File: src/sv/assert_macros.svh
// assertion macros shared by the conv3x3 gaussian/sobel rtl
`ifndef ASSERT_MACROS_SVH
`define ASSERT_MACROS_SVH

// checked on every clock edge outside reset
`define ASSERT_CLK(label, prop, msg) \
    label: assert property (@(posedge i_clk) disable iff (!i_rst_n) prop) else $error(msg);

// checked on every clock edge, reset included
`define ASSERT_CLK_RST(label, prop, msg) \
    label: assert property (@(posedge i_clk) prop) else $error(msg);

`endif

File: src/sv/c3gs_pkg.sv
// shared constants and types for the conv3x3 gaussian/sobel filter
package c3gs_pkg;

    localparam int MAX_SIDE_DEF   = 1024;
    localparam int PIXEL_BITS_DEF = 8;

    // configuration port
    localparam int CFG_IDX_W  = 1;
    localparam int CFG_DATA_W = 11;
    localparam int SIZE_W     = 11;

    localparam logic [CFG_IDX_W-1:0] REG_KERNEL_MODE = 1'b0;
    localparam logic [CFG_IDX_W-1:0] REG_IMAGE_SIZE  = 1'b1;

    localparam logic       MODE_GAUSS     = 1'b0;
    localparam logic       MODE_SOBEL     = 1'b1;
    localparam logic [SIZE_W-1:0] SIZE_RESET = 11'd6;
    localparam int         SIDE_MIN       = 3;

    // control that travels with one window column set
    typedef struct packed {
        logic mode;
        logic last;
    } t_item_ctrl;

endpackage

File: src/sv/c3gs_if.sv


interface c3gs_res_if #(
    parameter int PIXEL_BITS = c3gs_pkg::PIXEL_BITS_DEF
);
    logic                         valid;
    logic                         ready;
    logic signed [PIXEL_BITS+4:0] filtered_value;
    logic                         last_of_frame;

    modport source (output valid, output filtered_value, output last_of_frame, input ready);
    modport sink   (input valid, input filtered_value, input last_of_frame, output ready);
endinterface


File: src/sv/c3gs_kernel.sv
// kernel sum from three column sums and the output register
`include "assert_macros.svh"

module c3gs_kernel #(
    parameter int PIXEL_BITS = c3gs_pkg::PIXEL_BITS_DEF,
    localparam int CSW       = PIXEL_BITS + 2,
    localparam int OW        = PIXEL_BITS + 5
) (
    input  logic                 i_clk,
    input  logic                 i_rst_n,
    input  logic                 i_valid,
    output logic                 o_ready,
    input  c3gs_pkg::t_item_ctrl i_ctrl,
    input  logic [CSW-1:0]       i_col_left,
    input  logic [CSW-1:0]       i_col_mid,
    input  logic [CSW-1:0]       i_col_right,
    c3gs_res_if.source           o_res
);

    logic                 r_s2_valid;
    c3gs_pkg::t_item_ctrl r_s2_ctrl;
    logic [CSW-1:0]       r_col_left;
    logic [CSW-1:0]       r_col_mid;
    logic [CSW-1:0]       r_col_right;
    logic                 r_out_valid;
    logic signed [OW-1:0] r_out_value;
    logic                 r_out_last;
    logic                 w_out_free;
    logic                 w_s2_adv;
    logic signed [OW-1:0] w_sum;

    assign w_out_free = !r_out_valid || o_res.ready;
    assign w_s2_adv   = r_s2_valid && w_out_free;
    assign o_ready    = !r_s2_valid || w_out_free;

    // gaussian weighs columns 1 2 1, sobel takes right minus left
    always_comb begin
        unique case (r_s2_ctrl.mode)
            c3gs_pkg::MODE_GAUSS: begin
                w_sum = OW'(r_col_left) + OW'({r_col_mid, 1'b0}) + OW'(r_col_right);
            end
            c3gs_pkg::MODE_SOBEL: begin
                w_sum = OW'(r_col_right) - OW'(r_col_left);
            end
        endcase
    end

    always_ff @(posedge i_clk) begin
        if (!i_rst_n) begin
            r_s2_valid  <= 1'b0;
            r_out_valid <= 1'b0;
        end else begin
            if (o_ready) begin
                r_s2_valid <= i_valid;
            end
            if (w_out_free) begin
                r_out_valid <= r_s2_valid;
            end
        end
    end

    always_ff @(posedge i_clk) begin
        if (o_ready && i_valid) begin
            r_s2_ctrl   <= i_ctrl;
            r_col_left  <= i_col_left;
            r_col_mid   <= i_col_mid;
            r_col_right <= i_col_right;
        end
        if (w_s2_adv) begin
            r_out_value <= w_sum;
            r_out_last  <= r_s2_ctrl.last;
        end
    end

    assign o_res.valid          = r_out_valid;
    assign o_res.filtered_value = r_out_value;
    assign o_res.last_of_frame  = r_out_last;

    `ASSERT_CLK(a_s2_held, (r_s2_valid && !w_out_free) |=> r_s2_valid, "stalled window sum dropped")

endmodule

File: src/flat_wrapper.sv
// flat-port wrapper written by rule: the top's interface ports become plain ports
module c3gs_kernel_flat 
#(
    parameter int PIXEL_BITS = c3gs_pkg::PIXEL_BITS_DEF,
    localparam int CSW       = PIXEL_BITS + 2,
    localparam int OW        = PIXEL_BITS + 5
)
  (i_clk, i_rst_n, i_valid, o_ready, i_ctrl, i_col_left, i_col_mid, i_col_right, o_res_valid, o_res_filtered_value, o_res_last_of_frame, o_res_ready);
  c3gs_res_if #(.PIXEL_BITS(PIXEL_BITS)) o_res_i ();
  input  logic i_clk;
  input  logic i_rst_n;
  input  logic i_valid;
  output logic o_ready;
  input  c3gs_pkg::t_item_ctrl i_ctrl;
  input  logic [CSW-1:0] i_col_left;
  input  logic [CSW-1:0] i_col_mid;
  input  logic [CSW-1:0] i_col_right;
  output wire logic [$bits(o_res_i.valid)-1:0] o_res_valid;
  output wire logic [$bits(o_res_i.filtered_value)-1:0] o_res_filtered_value;
  output wire logic [$bits(o_res_i.last_of_frame)-1:0] o_res_last_of_frame;
  input wire logic [$bits(o_res_i.ready)-1:0] o_res_ready;
  assign o_res_valid = o_res_i.valid;
  assign o_res_filtered_value = o_res_i.filtered_value;
  assign o_res_last_of_frame = o_res_i.last_of_frame;
  assign o_res_i.ready = o_res_ready;
  c3gs_kernel #(.PIXEL_BITS(PIXEL_BITS)) u_core (.i_clk(i_clk), .i_rst_n(i_rst_n), .i_valid(i_valid), .o_ready(o_ready), .i_ctrl(i_ctrl), .i_col_left(i_col_left), .i_col_mid(i_col_mid), .i_col_right(i_col_right), .o_res(o_res_i));
endmodule
File: config.mk
export PLATFORM = sky130hd
export DESIGN_NAME = c3gs_kernel_flat
export DESIGN_NICKNAME = d
export VERILOG_FILES = /design/src/sv/c3gs_pkg.sv /design/src/sv/c3gs_if.sv /design/src/sv/c3gs_kernel.sv /design/src/flat_wrapper.sv
export VERILOG_INCLUDE_DIRS = /design/src /design/src/sv
export SDC_FILE = /design/constraint.sdc
export NUM_CORES = 1
export LEC_CHECK = 0
export BUFFER_PORTS_ARGS = -buffer_cell sky130_fd_sc_hd__buf_2
export CELL_PAD_IN_SITES_DETAIL_PLACEMENT = 0
export CELL_PAD_IN_SITES_GLOBAL_PLACEMENT = 1
export CORE_MARGIN = 3
export CORE_UTILIZATION = 41
export CTS_BUF_LIST = sky130_fd_sc_hd__clkbuf_2
export CTS_CLUSTER_DIAMETER = 200
export CTS_CLUSTER_SIZE = 8
export DETAILED_ROUTE_END_ITERATION = 8
export GPL_ROUTABILITY_DRIVEN = 0
export PLACE_DENSITY_LB_ADDON = 0.1
export SLEW_MARGIN = 5
export SYNTH_ARGS = -nofsm -noshare
export SYNTH_HDL_FRONTEND = slang
export SYNTH_SLANG_ARGS = --single-unit
File: constraint.sdc
create_clock -name i_clk -period 2.95 [get_ports i_clk]
set_input_delay 0.59 -clock i_clk [delete_from_list [all_inputs] [get_ports i_clk]]
set_output_delay 0.59 -clock i_clk [all_outputs]
set_load 0.02 [all_outputs]
# Word level (Yosys, flattened, before mapping)
# Index checks and enable logic that the tools add are counted.
# word_totals
inputBits	36
reg_bits	48
output_inout_bits	16
# op_classes
n_addsub	3
reduce_logical	6
bitwise_logic	1
n_mux	1
# ops
op	n
13-bit case mux with 2 select lines	1
13-bit by 10-bit adder with 13-bit output	1
10-bit by 11-bit adder with 12-bit output	1
10-bit by 10-bit subtractor with 11-bit output	1
1-bit logical AND	2
1-bit zero test	2
1-bit logical OR	2
1-bit inverter	1

# Depth between registers and ports, before layout
# depth
depth_word	4
ltp_mapped	13
mapped_depth_nobuf	13

# Worst setup path before layout
# Ideal clock, no wire load.
# synth_timing
path_type	reg-to-reg
startpoint	reg u_core.r_col_left[1]
endpoint	reg u_core.r_out_value[10], in the netlist u_core.o_res.filtered_value[10], data pin
setup_time_ns	0.266
path_stages_with_launch	14
slack_ns	-0.216
period_less_slack_ns	3.166
t_arrival_ns	2.900
path_buffers	0
path_cell_list	edfxtp_1 ha_1 fa_1 a211oi_1 o21bai_1 a21oi_1 xnor2_1 ha_1 o21ai_0 nor2_1 and4_1 a2111oi_4 xor2_1 o21ai_1
# synth_via
elab_chain_cells	3
# synth_rtl
item	line	rtl
start, declared	c3gs_kernel.sv:22	logic [CSW-1:0] r_col_left;
start signal, assigned	c3gs_kernel.sv:65	r_col_left <= i_col_left;
10-bit by 11-bit adder with 12-bit output	c3gs_kernel.sv:40	w_sum = OW'(r_col_left) + OW'({r_col_mid, 1'b0}) + OW'(r_col_right);
13-bit by 10-bit adder with 13-bit output	c3gs_kernel.sv:40	
13-bit case mux with 2 select lines (*)	c3gs_kernel.sv:38	unique case (r_s2_ctrl.mode)
named net u_core.w_sum[10]	c3gs_kernel.sv:30	logic signed [OW-1:0] w_sum;
end signal, assigned	c3gs_kernel.sv:70	r_out_value <= w_sum;
end, declared	c3gs_kernel.sv:26	logic signed [OW-1:0] r_out_value;
# Mark *: on every way through the listed nets, which the timed path passes. The rest lies on a longest branch.
# A chain may end at the register's enable or synchronous reset.

# Worst setup path after layout
# Ends and elaborated chain as after synthesis.

==> results.md <==
Timing:
- The final number of max-transition violations is 0.
- The clock period minus final worst setup slack is 3.079 ns.
- The smallest hold slack is 0.3414 ns.
- The fmax is 0.3248 GHz.
- Setup slack on the critical path of the routed design comes to -0.1289 ns.
- The final hold violation count is 0.
- The clock skew is 0.01186 ns.
- The slew at the pin with the worst max-slew slack is 0.4681 ns.
- The final clock period utilization by the worst path is 1.044.
- The total negative slack for setup checks is -0.2811 ns.
- Setup violations remaining at the end of the flow were counted as 3.
- Setup repair after global routing could not meet its margin everywhere.
- Headroom to the max-slew limit came out at 0.6879.

Logic synthesis:
- For this run, the register share of the synthesized area comes to 0.4950.
- In the synthesized netlist, the number of instances is 245.
- The synthesized design contains 46 enable-type register cells.
- The share of synthesized area in the top cell type comes to 0.4810.
- The Yosys step of the flow raised 0 warnings.
- The synthesized area is 2872 um^2.
- The primary flip-flop cell chosen by synthesis mapping is edfxtp_1.
- The number of register bits inferred by synthesis is 48.
- The average cell area after synthesis is 11.72 um^2.
- By area the synthesized netlist is led by edfxtp_1, ha_1, xnor2_1.
- The post-synth net total is 313.
- The count of different cell masters after synthesis is 45.
- Of all flip-flops after synthesis, the portion carrying an async set or reset was 0.
- The cell type with the largest total area after synthesis is edfxtp_1.

Power:
- The internal power summed over all cells is 1.269 mW.
- Overall power consumption after layout is estimated at 1.837 mW.
- The combinational fraction of design power is 0.358.
- The power density over the cells is 518.7 nW/um^2.
- For this design the total switching power over the nets is 0.5680 mW.
- The worst voltage drop across the vdd grid is 0.0002630 V.
- The static leakage is 1.501 nW.
- Of the total power, registers draw 0.452.
- The share of total power dissipated in the clock network is 0.190.
- The net switching share of the total power is 0.3093.

GRT:
- The initial antenna violation count is 0.
- The first global-routing pass estimated 9080 um of wire.
- For this run the aggregate overflow at the end of global routing stands at 0.
- Entering global routing, the biggest net connects 33 pins.
- The number of global-route vias before repair is 1,972.
- The global-route usage over all layers is 0.1483.

CTS:
- In this run, CTS created clock tree buffers numbering 5.
- The number of H-tree branching levels is 2.
- The tree is rooted in a clkbuf_2.
- Clock-pin slew was measured on the worst setup and hold paths at 0.24 ns.
- In this run the deepest clock path goes through 2 buffers.
- For this design, the sink count on the clock tree is 48.
- The clock reaches the later pin of the worst-skew pair after 0.40 ns.
- TritonCTS built the clock tree.

Route:
- The total length of routed wires is 5373 um.
- The detailed router's first-iteration violation count is 96.
- The met2 wire length is 2306 um.
- The total number of vias is 2,033.
- After detailed routing, the met3 layer carries 166 um of wire.
- In this run the remaining antenna-violating nets after routing total 0.
- The number of remaining DRC errors is 0.
- The first-pass iteration count of the detailed router is 4.
- The met1 layer wirelength in the final routing is 2865 um.
- After detailed routing, the number of vias per cell comes to 4.840.
- The wire length per cell after detailed routing is 12.79 um.
- The highest metal layer with signal wires is met4.

Cells and area:
- Summing all non-filler instances in the final layout gives an area of 3541 um^2.
- The antenna diode instance count is 0.
- From synthesis to final layout, the design area changed by 23.31%.
- The library cells used most frequently in the layout, excluding fill and tap cells, are buf_2, edfxtp_1, ha_1.
- For this run, the post-layout net count is 394.
- The number of fillers in the final layout is 615.
- The fraction of layout cells with a size suffix above 1 is 0.3150.
- The post-layout instance count excluding filler cells is 420.
- The most frequent standard cell in the layout excluding fill and tap cells is buf_2.
- The final core utilization is 0.5392.

Floorplanning:
- The die is 89.69 um wide.
- The area of the die is 8043 um^2.
- The initialized floorplan defines 29 standard-cell rows.
- The starting density of the core is 0.4372.
- The floorplan die height is 89.69 um.
- The number of top-level pins is 52.
- The area inside the core boundary is 6568 um^2.

Worst setup path:
- The type of destination of the critical path is a register.
- The largest stage delay on the critical path is 0.45 ns.
- The number of buffers and inverters on the critical path is 0.
- The kind of cell with the highest combined delay along the critical path is adder cells.
- The worst setup path is launched from a register.
- For the worst setup path, the data required time is 3.13 ns.
- The signal on the critical path passes through ha_2 -> fa_2 -> a211oi_4 -> o21bai_1 -> a21oi_1 -> xnor2_1 -> ha_1 -> o21ai_2 -> nor2_1 -> and4_1 -> a2111oi_4 -> xor2_1 -> o21ai_1.
- The data arrival time of the critical path is 3.26 ns.
- The type of the worst setup path is register to register.
- The highest net fanout along the worst path is 3.
- On the critical path, the stage with the largest delay is an instance of edfxtp_1.

Placed design:
- The placed instances occupy a cell area of 3420 um^2.
- Before CTS, the worst setup slack after placement is -0.1959 ns.
- After legalization and detailed placement, the total HPWL measured 4295 um.
- Port buffering added 51 buffers.
- The number of placed instances, taps included, is 410.

Run status:
- The flow ran to the end, but the final reports show violations.
- The final reports fail on setup timing.

Hold path:
- The path type of the worst min-delay path is input port to register.

Run:
- The number of max-cap violations is 0.
-- logic make-up after synthesis --
kind of cell | share of synthesized area
buffers and inverters | 0.02353
AOI/OAI and AO/OA | 0.1865
and+or+nand+nor | 0.08671
xor gates and xnor gates | 0.06100
DFF | 0.4950
adders and majority gates | 0.1473
-- worst reg2reg max path, stage by stage, from the launching register on --
cell and delay, ns:
edfxtp_1 0.45, ha_2 0.22, fa_2 0.38, a211oi_4 0.25
o21bai_1 0.09, a21oi_1 0.16, xnor2_1 0.16, ha_1 0.29
o21ai_2 0.08, nor2_1 0.08, and4_1 0.23, a2111oi_4 0.24
xor2_1 0.19, o21ai_1 0.07
-- power groups by stage --
stage	Combinational [mW]	Sequential (mW)	Clock [mW]
2_1_floorplan	0.407	0.866	0
3_3_place_gp	0.619	0.846	0
3_5_place_dp	0.623	0.847	0
4_1_cts	0.644	0.832	0.367
5_1_grt	0.736	0.838	0.403
6_report	0.657	0.831	0.349
-- cell usage after synthesis (all sizes together), types with 4 or more instances --
| master | instances |
|---|---|
| edfxtp | 46 |
| ha | 29 |
| o21ai | 25 |
| a21oi | 18 |
| inv | 16 |
| nor2 | 15 |
| xnor2 | 14 |
| nand2 | 9 |
| a211oi | 8 |
| a21o | 7 |
| xor2 | 6 |
| nor2b | 5 |
| nor3 | 4 |
-- what timing repair did --
| item | in CTS | in global routing |
|---|---|---|
| cloned | 0 | 0 |
| endpoints found under the setup margin | 4 | 6 |
| resized for setup | 4 | 6 |
| pin swaps | 3 | 1 |
| hold endpoints to repair | 0 | 0 |
| hold buffers | 0 | 0 |
| setup buffers | 2 | 0 |
-- registers in the layout, indices dropped and copies added, names as in the netlist --
name / flops
u_core.o_res.valid: 1
u_core.r_col_left: 10
u_core.r_s2_ctrl: 2
u_core.r_col_mid: 10
u_core.o_res.filtered_value: 13
u_core.r_col_right: 10
u_core.r_s2_valid: 1
u_core.o_res.last_of_frame: 1
-- path summary, 6_finish.rpt --
| kind | from | end | slack (ns) | depth (start not counted) |
|---|---|---|---|---|
| worst max-delay path | u_core.r_col_left[1]$_DFFE_PP_ | u_core.o_res.filtered_value[10]$_DFFE_PP_ | -0.13 | 13 |
| worst min-delay path | i_col_mid[8] | u_core.r_col_mid[8]$_DFFE_PP_ | 0.34 | 1 |
| worst max register to register | u_core.r_col_left[1]$_DFFE_PP_ | u_core.o_res.filtered_value[10]$_DFFE_PP_ | -0.13 | 13 |
| worst min register to register | u_core.r_s2_ctrl[0]$_DFFE_PP_ | u_core.o_res.last_of_frame$_DFFE_PP_ | 0.45 | 0 |
-- routing by layer --
| layer | global-route usage | up-vias |
|---|---|---|
| li1 | - | 1092 |
| met1 | 0.2204 | 898 |
| met2 | 0.2194 | 41 |
| met3 | 0.03285 | 2 |
| met4 | 0.03654 | 0 |
| met5 | 0 | - |
-- final cells by class --
cell class,instances,area (um^2),area share
well taps,93,116.4,0.03286
clock buffers,5,25.02,0.007067
inverters,17,63.81,0.01802
repair buffers,75,435.4,0.1230
multi-input cells,179,1436,0.4057
clock inverters,3,42.54,0.01201
flip-flops and latches,48,1421,0.4014
Power figures use the tool's default switching activity.
